## src/hw/rtl/lcg_pkg.sv

```systemverilog
// Package with widths and types shared by the line color gradient block.
`timescale 1ns / 1ps
`default_nettype none
package lcg_pkg;
	localparam int COORD_BITS = 16;
	localparam int DIFF_BITS  = COORD_BITS + 1;
	localparam int PROD_BITS  = DIFF_BITS + 9;
	localparam int NUM_BITS   = COORD_BITS + 11;
	localparam int SPAN_BITS  = 16;
	localparam int COLOR_BITS = 24;
	localparam int CHAN_BITS  = 8;
	localparam int NUM_CHAN   = 3;

	typedef logic signed [COORD_BITS-1:0] coord_t;
	typedef logic signed [DIFF_BITS-1:0]  diff_t;
	typedef logic signed [PROD_BITS-1:0]  prod_t;
	typedef logic signed [NUM_BITS-1:0]   num_t;
	typedef logic        [NUM_BITS-1:0]   mag_t;
	typedef logic        [DIFF_BITS-1:0]  dmag_t;
	typedef logic        [SPAN_BITS-1:0]  span_t;
	typedef logic        [COLOR_BITS-1:0] color_t;
	typedef logic        [CHAN_BITS-1:0]  chan_t;
endpackage
`default_nettype wire

```

## src/hw/rtl/lcg_if.sv

```systemverilog
// Valid/ready channel interfaces for pixel requests and pixel colors.
`timescale 1ns / 1ps
`default_nettype none
interface lcg_in_if;
	import lcg_pkg::*;
	logic   valid;
	logic   ready;
	coord_t cur_x;
	coord_t cur_y;
	coord_t from_x;
	coord_t from_y;
	coord_t to_x;
	coord_t to_y;
	span_t  span_x;
	span_t  span_y;
	color_t from_color;
	color_t to_color;
	modport source (output valid, cur_x, cur_y, from_x, from_y, to_x, to_y,
		span_x, span_y, from_color, to_color, input ready);
	modport sink (input valid, cur_x, cur_y, from_x, from_y, to_x, to_y,
		span_x, span_y, from_color, to_color, output ready);
endinterface

interface lcg_out_if;
	import lcg_pkg::*;
	logic   valid;
	logic   ready;
	color_t pixel_color;
	modport source (output valid, pixel_color, input ready);
	modport sink (input valid, pixel_color, output ready);
endinterface
`default_nettype wire

```

## src/hw/rtl/line_color_gradient.sv

```systemverilog
// Top level of the line color gradient: a seven-stage interpolation pipeline.
// Throughput is one transaction per cycle; the whole pipeline advances together,
// and it holds when the last stage carries a result that is not taken.
// The per-channel divide is a restoring divider spread two quotient bits per stage.
// Reset clears only the stage valid bits; no clearing pass is needed.
`timescale 1ns / 1ps
`default_nettype none
module line_color_gradient (
	input wire logic clk,
	input wire logic arst_n,
	lcg_in_if.sink   pix_in,
	lcg_out_if.source pix_out
);
	import lcg_pkg::*;

	// One enable for every stage: the pipeline moves unless a finished
	// result sits in the last stage waiting for the sink.
	logic en;

	// Stage 1: pick the major axis and form the signed differences.
	logic   v_s1, eq_s1;
	diff_t  d_s1, p_s1, dp_s1;
	color_t sc_s1, ec_s1;

	// Stage 2: the two products of each channel.
	logic   v_s2, eq_s2, zero_s2;
	diff_t  d_s2;
	color_t sc_s2, ec_s2;
	prod_t  ps_s2 [NUM_CHAN];
	prod_t  pe_s2 [NUM_CHAN];

	// Stage 3: magnitudes of numerator and denominator, and the quotient sign.
	logic   v_s3, eq_s3, zero_s3;
	color_t sc_s3, ec_s3;
	dmag_t  b_s3;
	mag_t   a_s3   [NUM_CHAN];
	logic   neg_s3 [NUM_CHAN];

	// Stages 4 to 7: two quotient bits per stage.
	logic   v_s4, eq_s4, zero_s4;
	color_t sc_s4, ec_s4;
	dmag_t  b_s4;
	mag_t   rem_s4 [NUM_CHAN];
	chan_t  q_s4   [NUM_CHAN];
	logic   neg_s4 [NUM_CHAN];
	logic   sat_s4 [NUM_CHAN];

	logic   v_s5, eq_s5, zero_s5;
	color_t sc_s5, ec_s5;
	dmag_t  b_s5;
	mag_t   rem_s5 [NUM_CHAN];
	chan_t  q_s5   [NUM_CHAN];
	logic   neg_s5 [NUM_CHAN];
	logic   sat_s5 [NUM_CHAN];

	logic   v_s6, eq_s6, zero_s6;
	color_t sc_s6, ec_s6;
	dmag_t  b_s6;
	mag_t   rem_s6 [NUM_CHAN];
	chan_t  q_s6   [NUM_CHAN];
	logic   neg_s6 [NUM_CHAN];
	logic   sat_s6 [NUM_CHAN];

	logic   v_s7;
	color_t pix_s7;

	// One restoring step: subtract the shifted divisor when it fits.
	// The top bit of the result is the quotient bit.
	function automatic logic [NUM_BITS:0] div_step(input mag_t rem, input dmag_t b,
			input int sh);
		logic [NUM_BITS:0] bs;
		logic [NUM_BITS:0] r;
		bs = (NUM_BITS+1)'(b) << sh;
		r  = {1'b0, rem};
		if (r >= bs) begin
			return {1'b1, NUM_BITS'(r - bs)};
		end
		return {1'b0, rem};
	endfunction

	assign en           = !v_s7 || pix_out.ready;
	assign pix_in.ready = en;
	assign pix_out.valid = v_s7;
	assign pix_out.pixel_color = pix_s7;

	always_ff @(posedge clk or negedge arst_n) begin
		if (!arst_n) begin
			v_s1 <= 1'b0;
			v_s2 <= 1'b0;
			v_s3 <= 1'b0;
			v_s4 <= 1'b0;
			v_s5 <= 1'b0;
			v_s6 <= 1'b0;
			v_s7 <= 1'b0;
		end else if (en) begin
			v_s1 <= pix_in.valid;
			v_s2 <= v_s1;
			v_s3 <= v_s2;
			v_s4 <= v_s3;
			v_s5 <= v_s4;
			v_s6 <= v_s5;
			v_s7 <= v_s6;
		end
	end

	// Stage 1.
	coord_t cur_sel, from_sel, to_sel;
	always_comb begin
		if (pix_in.span_x > pix_in.span_y) begin
			cur_sel  = pix_in.cur_x;
			from_sel = pix_in.from_x;
			to_sel   = pix_in.to_x;
		end else begin
			cur_sel  = pix_in.cur_y;
			from_sel = pix_in.from_y;
			to_sel   = pix_in.to_y;
		end
	end

	always_ff @(posedge clk) begin
		if (en) begin
			d_s1  <= DIFF_BITS'(to_sel) - DIFF_BITS'(from_sel);
			p_s1  <= DIFF_BITS'(cur_sel) - DIFF_BITS'(from_sel);
			dp_s1 <= DIFF_BITS'(to_sel) - DIFF_BITS'(cur_sel);
			sc_s1 <= pix_in.from_color;
			ec_s1 <= pix_in.to_color;
			eq_s1 <= (pix_in.from_color == pix_in.to_color);
		end
	end

	// Stage 2: s*(d-p) and e*p for each channel.
	always_ff @(posedge clk) begin
		if (en) begin
			d_s2    <= d_s1;
			zero_s2 <= (d_s1 == '0);
			eq_s2   <= eq_s1;
			sc_s2   <= sc_s1;
			ec_s2   <= ec_s1;
			for (int c = 0; c < NUM_CHAN; c++) begin
				ps_s2[c] <= $signed({1'b0, sc_s1[c*CHAN_BITS +: CHAN_BITS]}) * dp_s1;
				pe_s2[c] <= $signed({1'b0, ec_s1[c*CHAN_BITS +: CHAN_BITS]}) * p_s1;
			end
		end
	end

	// Stage 3: a truncating signed divide becomes an unsigned divide of the
	// magnitudes; when the signs differ the clamped result is always zero.
	num_t num_c [NUM_CHAN];
	always_comb begin
		for (int c = 0; c < NUM_CHAN; c++) begin
			num_c[c] = NUM_BITS'(ps_s2[c]) + NUM_BITS'(pe_s2[c]);
		end
	end

	always_ff @(posedge clk) begin
		if (en) begin
			eq_s3   <= eq_s2;
			zero_s3 <= zero_s2;
			sc_s3   <= sc_s2;
			ec_s3   <= ec_s2;
			b_s3    <= d_s2[DIFF_BITS-1] ? dmag_t'(-d_s2) : dmag_t'(d_s2);
			for (int c = 0; c < NUM_CHAN; c++) begin
				a_s3[c]   <= num_c[c][NUM_BITS-1] ? mag_t'(-num_c[c]) : mag_t'(num_c[c]);
				neg_s3[c] <= num_c[c][NUM_BITS-1] ^ d_s2[DIFF_BITS-1];
			end
		end
	end

	// Stage 4: saturation test and quotient bits 7 and 6.
	logic [NUM_BITS:0] st4a [NUM_CHAN];
	logic [NUM_BITS:0] st4b [NUM_CHAN];
	logic [NUM_BITS:0] st5a [NUM_CHAN];
	logic [NUM_BITS:0] st5b [NUM_CHAN];
	logic [NUM_BITS:0] st6a [NUM_CHAN];
	logic [NUM_BITS:0] st6b [NUM_CHAN];
	logic [NUM_BITS:0] st7a [NUM_CHAN];
	logic [NUM_BITS:0] st7b [NUM_CHAN];
	chan_t             ch7  [NUM_CHAN];
	color_t            mix7;

	always_comb begin
		for (int c = 0; c < NUM_CHAN; c++) begin
			st4a[c] = div_step(a_s3[c], b_s3, 7);
			st4b[c] = div_step(st4a[c][NUM_BITS-1:0], b_s3, 6);
			st5a[c] = div_step(rem_s4[c], b_s4, 5);
			st5b[c] = div_step(st5a[c][NUM_BITS-1:0], b_s4, 4);
			st6a[c] = div_step(rem_s5[c], b_s5, 3);
			st6b[c] = div_step(st6a[c][NUM_BITS-1:0], b_s5, 2);
			st7a[c] = div_step(rem_s6[c], b_s6, 1);
			st7b[c] = div_step(st7a[c][NUM_BITS-1:0], b_s6, 0);
			if (neg_s6[c]) begin
				ch7[c] = '0;
			end else if (sat_s6[c]) begin
				ch7[c] = '1;
			end else begin
				ch7[c] = {q_s6[c][7:2], st7a[c][NUM_BITS], st7b[c][NUM_BITS]};
			end
			mix7[c*CHAN_BITS +: CHAN_BITS] = ch7[c];
		end
	end

	always_ff @(posedge clk) begin
		if (en) begin
			eq_s4   <= eq_s3;
			zero_s4 <= zero_s3;
			sc_s4   <= sc_s3;
			ec_s4   <= ec_s3;
			b_s4    <= b_s3;
			for (int c = 0; c < NUM_CHAN; c++) begin
				sat_s4[c] <= ({1'b0, a_s3[c]} >= ((NUM_BITS+1)'(b_s3) << CHAN_BITS));
				neg_s4[c] <= neg_s3[c];
				rem_s4[c] <= st4b[c][NUM_BITS-1:0];
				q_s4[c]   <= {st4a[c][NUM_BITS], st4b[c][NUM_BITS], 6'b0};
			end

			eq_s5   <= eq_s4;
			zero_s5 <= zero_s4;
			sc_s5   <= sc_s4;
			ec_s5   <= ec_s4;
			b_s5    <= b_s4;
			for (int c = 0; c < NUM_CHAN; c++) begin
				sat_s5[c] <= sat_s4[c];
				neg_s5[c] <= neg_s4[c];
				rem_s5[c] <= st5b[c][NUM_BITS-1:0];
				q_s5[c]   <= {q_s4[c][7:6], st5a[c][NUM_BITS], st5b[c][NUM_BITS], 4'b0};
			end

			eq_s6   <= eq_s5;
			zero_s6 <= zero_s5;
			sc_s6   <= sc_s5;
			ec_s6   <= ec_s5;
			b_s6    <= b_s5;
			for (int c = 0; c < NUM_CHAN; c++) begin
				sat_s6[c] <= sat_s5[c];
				neg_s6[c] <= neg_s5[c];
				rem_s6[c] <= st6b[c][NUM_BITS-1:0];
				q_s6[c]   <= {q_s5[c][7:4], st6a[c][NUM_BITS], st6b[c][NUM_BITS], 2'b0};
			end

			// Equal colors win over a zero span, which wins over the blend.
			if (eq_s6) begin
				pix_s7 <= sc_s6;
			end else if (zero_s6) begin
				pix_s7 <= ec_s6;
			end else begin
				pix_s7 <= mix7;
			end
		end
	end
endmodule
`default_nettype wire
```

## src/flat_wrapper.sv

```systemverilog
// flat-port wrapper written by rule: the top's interface ports become plain ports
module line_color_gradient_flat import lcg_pkg::*;
  (clk, arst_n, pix_in_valid, pix_in_cur_x, pix_in_cur_y, pix_in_from_x, pix_in_from_y, pix_in_to_x, pix_in_to_y, pix_in_span_x, pix_in_span_y, pix_in_from_color, pix_in_to_color, pix_in_ready, pix_out_valid, pix_out_pixel_color, pix_out_ready);
  lcg_in_if pix_in_i ();
  lcg_out_if pix_out_i ();
  input wire logic clk;
  input wire logic arst_n;
  input wire logic [$bits(pix_in_i.valid)-1:0] pix_in_valid;
  input wire logic [$bits(pix_in_i.cur_x)-1:0] pix_in_cur_x;
  input wire logic [$bits(pix_in_i.cur_y)-1:0] pix_in_cur_y;
  input wire logic [$bits(pix_in_i.from_x)-1:0] pix_in_from_x;
  input wire logic [$bits(pix_in_i.from_y)-1:0] pix_in_from_y;
  input wire logic [$bits(pix_in_i.to_x)-1:0] pix_in_to_x;
  input wire logic [$bits(pix_in_i.to_y)-1:0] pix_in_to_y;
  input wire logic [$bits(pix_in_i.span_x)-1:0] pix_in_span_x;
  input wire logic [$bits(pix_in_i.span_y)-1:0] pix_in_span_y;
  input wire logic [$bits(pix_in_i.from_color)-1:0] pix_in_from_color;
  input wire logic [$bits(pix_in_i.to_color)-1:0] pix_in_to_color;
  output wire logic [$bits(pix_in_i.ready)-1:0] pix_in_ready;
  output wire logic [$bits(pix_out_i.valid)-1:0] pix_out_valid;
  output wire logic [$bits(pix_out_i.pixel_color)-1:0] pix_out_pixel_color;
  input wire logic [$bits(pix_out_i.ready)-1:0] pix_out_ready;
  assign pix_in_i.valid = pix_in_valid;
  assign pix_in_i.cur_x = pix_in_cur_x;
  assign pix_in_i.cur_y = pix_in_cur_y;
  assign pix_in_i.from_x = pix_in_from_x;
  assign pix_in_i.from_y = pix_in_from_y;
  assign pix_in_i.to_x = pix_in_to_x;
  assign pix_in_i.to_y = pix_in_to_y;
  assign pix_in_i.span_x = pix_in_span_x;
  assign pix_in_i.span_y = pix_in_span_y;
  assign pix_in_i.from_color = pix_in_from_color;
  assign pix_in_i.to_color = pix_in_to_color;
  assign pix_in_ready = pix_in_i.ready;
  assign pix_out_valid = pix_out_i.valid;
  assign pix_out_pixel_color = pix_out_i.pixel_color;
  assign pix_out_i.ready = pix_out_ready;
  line_color_gradient u_core (.clk(clk), .arst_n(arst_n), .pix_in(pix_in_i), .pix_out(pix_out_i));
endmodule
```

## config.mk

```make
export PLATFORM = sky130hd
export DESIGN_NAME = line_color_gradient_flat
export DESIGN_NICKNAME = d
export VERILOG_FILES = /design/src/hw/rtl/lcg_pkg.sv /design/src/hw/rtl/lcg_if.sv /design/src/hw/rtl/line_color_gradient.sv /design/src/flat_wrapper.sv
export SDC_FILE = /design/constraint.sdc
export NUM_CORES = 2
export LEC_CHECK = 0
export BUFFER_PORTS_ARGS = -buffer_cell sky130_fd_sc_hd__buf_4
export CELL_PAD_IN_SITES_DETAIL_PLACEMENT = 0
export CELL_PAD_IN_SITES_GLOBAL_PLACEMENT = 1
export CORE_ASPECT_RATIO = 2
export CORE_MARGIN = 4
export CORE_UTILIZATION = 52
export CTS_CLUSTER_DIAMETER = 30
export DETAILED_ROUTE_END_ITERATION = 6
export PLACE_DENSITY = 0.8
export SKIP_CTS_REPAIR_TIMING = 1
export SLEW_MARGIN = 20
export SYNTH_ARGS = -nofsm -noshare
export SYNTH_HDL_FRONTEND = slang
export SYNTH_SLANG_ARGS = --single-unit
```

## constraint.sdc

```tcl
create_clock -name clk -period 65.1 [get_ports clk]
set_clock_uncertainty 0.15 [all_clocks]
set_input_delay 13.02 -clock clk [delete_from_list [all_inputs] [get_ports clk]]
set_output_delay 13.02 -clock clk [all_outputs]
set_load 0.05 [all_outputs]
```

**Word-level counts from Yosys, hierarchy flattened**

Memory sizes are Yosys's and may differ from the RTL's.
Index checks and enable logic that the tools add are counted.

- Add/sub/neg operators: 34
- Multipliers: 6
- Magnitude comparators: 28
- Equality and inequality tests: 1
- Multiplexer cells: 89
- Bitwise operators: 3
- Reduce and logical (&&, ||, !) cells: 3

Operators by type and width:

| cell | count |
|---|---|
| 2-to-1 mux 28 bit | 48 |
| multiplier 9 x 17 -> 26 bit | 6 |
| adder 26 x 26 -> 27 bit | 3 |
| >= comparator 27 x 17 -> 1 bit | 3 |
| >= comparator 27 x 18 -> 1 bit | 3 |
| >= comparator 27 x 19 -> 1 bit | 3 |
| >= comparator 27 x 20 -> 1 bit | 3 |
| >= comparator 27 x 21 -> 1 bit | 3 |
| >= comparator 27 x 22 -> 1 bit | 3 |
| >= comparator 27 x 23 -> 1 bit | 3 |
| >= comparator 27 x 24 -> 1 bit | 3 |
| >= comparator 27 x 25 -> 1 bit | 3 |
| 2-to-1 mux 27 bit | 3 |
| negator 27 bit | 3 |
| subtractor 27 x 17 -> 27 bit | 3 |
| subtractor 27 x 18 -> 27 bit | 3 |
| subtractor 27 x 19 -> 27 bit | 3 |
| subtractor 27 x 20 -> 27 bit | 3 |
| subtractor 27 x 21 -> 27 bit | 3 |
| subtractor 27 x 22 -> 27 bit | 3 |
| subtractor 27 x 23 -> 27 bit | 3 |
| subtractor 27 x 24 -> 27 bit | 3 |
| 2-to-1 mux 16 bit | 4 |
| subtractor 16 x 16 -> 17 bit | 3 |
| 10 further kinds | 43 |

- Register bits after elaboration: 466
- Bits in writable memories: 537
- Input bits: 180
- Output and inout bits: 26
- Memories: 16

Memory list:

| memory | depth | width | read ports | clocked after Yosys merged registers in | wr ports | RTL line | RTL |
|---|---|---|---|---|---|---|---|
| u_core.a_s3 | 3 | 27 | 3 | 0 | 3 | line_color_gradient.sv:36 | `mag_t a_s3 [NUM_CHAN];` |
| u_core.rem_s4 | 3 | 27 | 3 | 0 | 3 | line_color_gradient.sv:43 | `mag_t rem_s4 [NUM_CHAN];` |
| u_core.rem_s5 | 3 | 27 | 3 | 0 | 3 | line_color_gradient.sv:51 | `mag_t rem_s5 [NUM_CHAN];` |
| u_core.rem_s6 | 3 | 27 | 3 | 0 | 3 | line_color_gradient.sv:59 | `mag_t rem_s6 [NUM_CHAN];` |
| u_core.pe_s2 | 3 | 26 | 3 | 0 | 3 | line_color_gradient.sv:30 | `prod_t pe_s2 [NUM_CHAN];` |
| u_core.ps_s2 | 3 | 26 | 3 | 0 | 3 | line_color_gradient.sv:29 | `prod_t ps_s2 [NUM_CHAN];` |
| +10 memories | -- | -- | -- | -- | -- | -- |  |

**Depth between registers and ports, before layout**

An unclocked memory read counts as a cell.

- Word-level depth: 11
- Mapped depth: 28

**Worst setup path after synthesis**

OpenSTA, ideal clock, no wires.

- Kind: input to output
- Start: in pix_out_ready
- End: out pix_in_ready
- Data arrival time: 40.519 ns
- Path slack: 11.411 ns
- Stages on the path: 2
- Cells stage by stage: nand2b_1 > clkbuf_1

- Word-level cells in the longest chain between the ends: 1

Ends and longest elaborated chain:

| what | RTL line | RTL |
|---|---|---|
| start, declared | flat_wrapper.sv:22 | `input wire logic [$bits(pix_out_i.ready)-1:0] pix_out_ready;` |
| logical OR 1 bit | line_color_gradient.sv:81 | `assign en = !v_s7 \|\| pix_out.ready;` |
| end, declared | flat_wrapper.sv:19 | `output wire logic [$bits(pix_in_i.ready)-1:0] pix_in_ready;` |

Every way passes these cells.

**Worst setup path after layout**

Same ends and word-level chain as after synthesis.

==> results.md <==
* Worst path max stage delay at 0.32 ns
* Met3 usage in global routing at 3.318%
* Syn. warnings at 0
* Critical path buffers and inverters at 2
* Fin crit period at 26.99 ns
* Worst Hold Endpoint: u_core.ec_s3[6]
* Chip height at a little over 600 µm
* Chip Width at 309.9 µm
* Final Max Tran Viols at 0
* Async SR Flop Fraction at 0.6979%
* Distinct cells, synth at 105
* Reg area at 30080 µm²
* # IOs at around 210
* Area of the core at 181400 µm²
* Multi-input logic area at 59190 µm²
* CP Data Arrival Time at 13.82 ns
* Seq/Total Area, Yosys at a little under a third
* Crit. End Element: output port
* Synthesized area at approximately 95000 µm²
* Hold_sp: u_core.ec_s2[6]
* CP most frequent cell: buf_4
* Total clock sinks at 1003
* Fin. Hold Viols at 0
* Period utilization at 41.46%
* Clock Pin Slew Worst Setup and Hold Paths at 0.06 ns
* Nets at 11660
* Drt pass-1 iters at 6
* Critical Path Source Type: input pin
* Initial DRC Count at approximately 3600
* Yosys top cell area share at between 30% and 40%
* Worst min path class: register to register
* Syn nets at ~11000
* Wire per inst at 23.12 µm
* H-tree Lvls at 4
* FILL cells at roughly 16000
* Worst path slowest cell: buf_4
* Total vias in the final route at 72030
* RR Startpoint: u_core.b_s3[2]
* Tot GR Track Use at 30.21%
* RD Place Congestion at 0.9745
* Fmax at around 37 MHz
* Util after Layout at approximately 58%
* Avg Inst Size Synth at around 10 µm²
* Ys flop type: edfxtp_1
* Crit-path leading delay family: buffers and inverters
* Worst slew pin tran at 1.307 ns
* GRT overflow at 0
* DRC viols at 0
* CP Data Required Time at 51.93 ns
* Setup TNS at 0 ns
* Num rows at 221
* CTS tree: done
* Initial antenna violation count at 7
* Post-synthesis register bit count at 1003
* Dpl hpwl at around 230000 µm
* Run status: finished, final reports clean
* Final wirelength at 285500 µm
* CTS Root Buffer Type: clkbuf_16
* Crit Reg-Reg Endpoint: u_core.rem_s4[0][19]
* Hold Crit Depth at 0
* Leading area contributor after synthesis: edfxtp_1
* Most crowded layer after global routing: met2
* Cells after Synth at 9606
* Fraction of layout instances using a drive strength above 1 at 8.765%
* CTS max path bufs at 4
* Antenna Nets Post-Route at 0
* Clk Latency, worst-skew pair at approximately 0.84 ns
* Area growth from synthesis to final layout at 10.69%
* Met1 Use GR at 26.44%
* Worst-path cell chain: buf_4, nand2b_4, buf_4
* Post-synth EDFFs at 996
* Met2 Usage GRT at 57.25%
* CTS Buf Count at 162
* FF-to-FF setup slack at between 50 and 60 ns
* I/O Buffers at 205
* Maxcap violations at 0
* Final setup fails at 0
* RSZ-0062 raised after global routing: no
* Critical path class: input pin to output port
* Vias in the first global route at 76640
* Worst Reg2Reg Path Length in Cells at 22
* Initial Util at 52.26%
* Die Area at approximately 190000 µm²
* First-pass GRT wire length at 433100 µm
* Top cells by area, synth: edfxtp_1 (32%), fa_1 (14%), ha_1 (12%), inv_1 (4.9%), xnor2_1 (4.1%)
* Maximum fanout along the worst path at 5
* Max-slew headroom at between 10% and 20%
* Vias per cell at between 5 and 6
* Largest net degree at the start of global routing at 91
cells in the final DEF (no fill, tap or decap), types with 48 or more instances in the layout:
| master | instances |
|---|---|
| a211oi_1 | 79 |
| clkbuf_16 | 164 |
| nand3_1 | 144 |
| fa_1 | 675 |
| mux2_2 | 142 |
| o21a_1 | 88 |
| nor2_1 | 518 |
| xor2_1 | 190 |
| a31oi_1 | 63 |
| nor2b_1 | 105 |
| nor3_1 | 177 |
| and2_1 | 547 |
| and3_1 | 56 |
| or2_2 | 48 |
| ha_1 | 917 |
| nand2b_1 | 99 |
| nand2_1 | 754 |
| a21oi_1 | 536 |
| inv_1 | 1231 |
| or3_1 | 69 |
| o21ai_0 | 448 |
| o31ai_1 | 59 |
| edfxtp_1 | 996 |
| buf_4 | 360 |
| nor4_1 | 61 |
| nand4_1 | 84 |
| xnor2_1 | 448 |
| o21bai_1 | 63 |
| mux2i_1 | 54 |
| a21o_1 | 208 |
cell families after synthesis:
group / Yosys count / synth area share [%]
flops: 1003 / 31.74
compound gates: 1897 / 12.83
simple gates: 2800 / 15.01
fa+ha+maj: 1592 / 26.36
mux: 197 / 2.273
xor+xnor: 638 / 5.895
buf+inv: 1479 / 5.898
worst max-delay path by stage:
stage	start	cells after the start	end
after floorplan	pix_out_ready	2	pix_in_ready
after global placement	pix_out_ready	3	pix_in_ready
after detailed placement	pix_out_ready	3	pix_in_ready
after CTS	pix_out_ready	3	pix_in_ready
after global routing	pix_out_ready	3	pix_in_ready
final	pix_out_ready	3	pix_in_ready
worst reg2reg max path: cells and delay by family, from the launching register on:
kind | cells | cell delay, ns
buf+inv | 1 | 0.50
compound gates | 13 | 4.66
flops | 1 | 0.38
simple gates | 5 | 1.68
mux | 1 | 0.43
fa+ha+maj | 2 | 0.71
sequential cells by signal, summed over array words and instances, names as in the netlist, 18 cells and up:
| signal | flops |
|---|---|
| u_core.pix_out.pixel_color | 24 |
| u_core.sc_s5 | 24 |
| u_core.sc_s3 | 24 |
| u_core.a_s3 | 81 |
| u_core.ec_s5 | 24 |
| u_core.ec_s3 | 24 |
| u_core.rem_s5 | 81 |
| u_core.ec_s2 | 24 |
| u_core.ps_s2 | 78 |
| u_core.ec_s1 | 24 |
| u_core.sc_s1 | 24 |
| u_core.q_s6 | 18 |
| u_core.rem_s6 | 81 |
| u_core.ec_s6 | 24 |
| u_core.pe_s2 | 78 |
| u_core.sc_s4 | 24 |
| u_core.sc_s2 | 24 |
| u_core.rem_s4 | 81 |
| u_core.ec_s4 | 24 |
| u_core.sc_s6 | 24 |
final cells by class:
type | count | share of cell area, %
well taps | 2341 | 2.792
diodes | 3 | 0.007155
flip-flops and latches | 1003 | 28.67
clock inverters | 111 | 1.177
repair buffers | 360 | 2.576
multi-input cells | 7124 | 56.41
clock buffers | 172 | 3.940
inverters | 1236 | 4.422
cell usage after synthesis, types with 63 or more instances:
cell type and count:
a211oi_1 80, fa_1 675, ha_1 917, o21a_1 88, a21o_1 208, edfxtp_1 996
nor3_1 178, mux2_2 142, xor2_1 190, inv_1 1231, xnor2_1 448, a31oi_1 64
o21bai_1 63, nor2_1 518, or3_1 69, nand2b_1 100, a21oi_1 536, o21ai_0 449
nand4_1 84, nor2b_1 105, nand2_1 754, nand3_1 144, clkbuf_1 208, and2_1 547
per-layer routing:
layer | vias up | wire [µm]
li1 | 33940 | -
met1 | 35150 | 87380
met2 | 1961 | 152400
met3 | 973 | 9708
met4 | 2 | 36030
met5 | - | 11
per-stage QoR:
step                      hold slack [ns]  setup slack, ns  area [µm²]  cells
after floorplan                    0.2503            11.41       94790   9606
after global placement             0.2510            38.09       99540  12060
after detailed placement           0.2545            38.09       99540  12060
after CTS                          0.2514            38.09      104900  12350
after global routing               0.2614            38.13      104900  12350
final                              0.2557            38.11      104900  12350
Power is left out: the tool's default activity adds up to more than one toggle a clock period on the data nets, which glitch-free logic cannot reach.
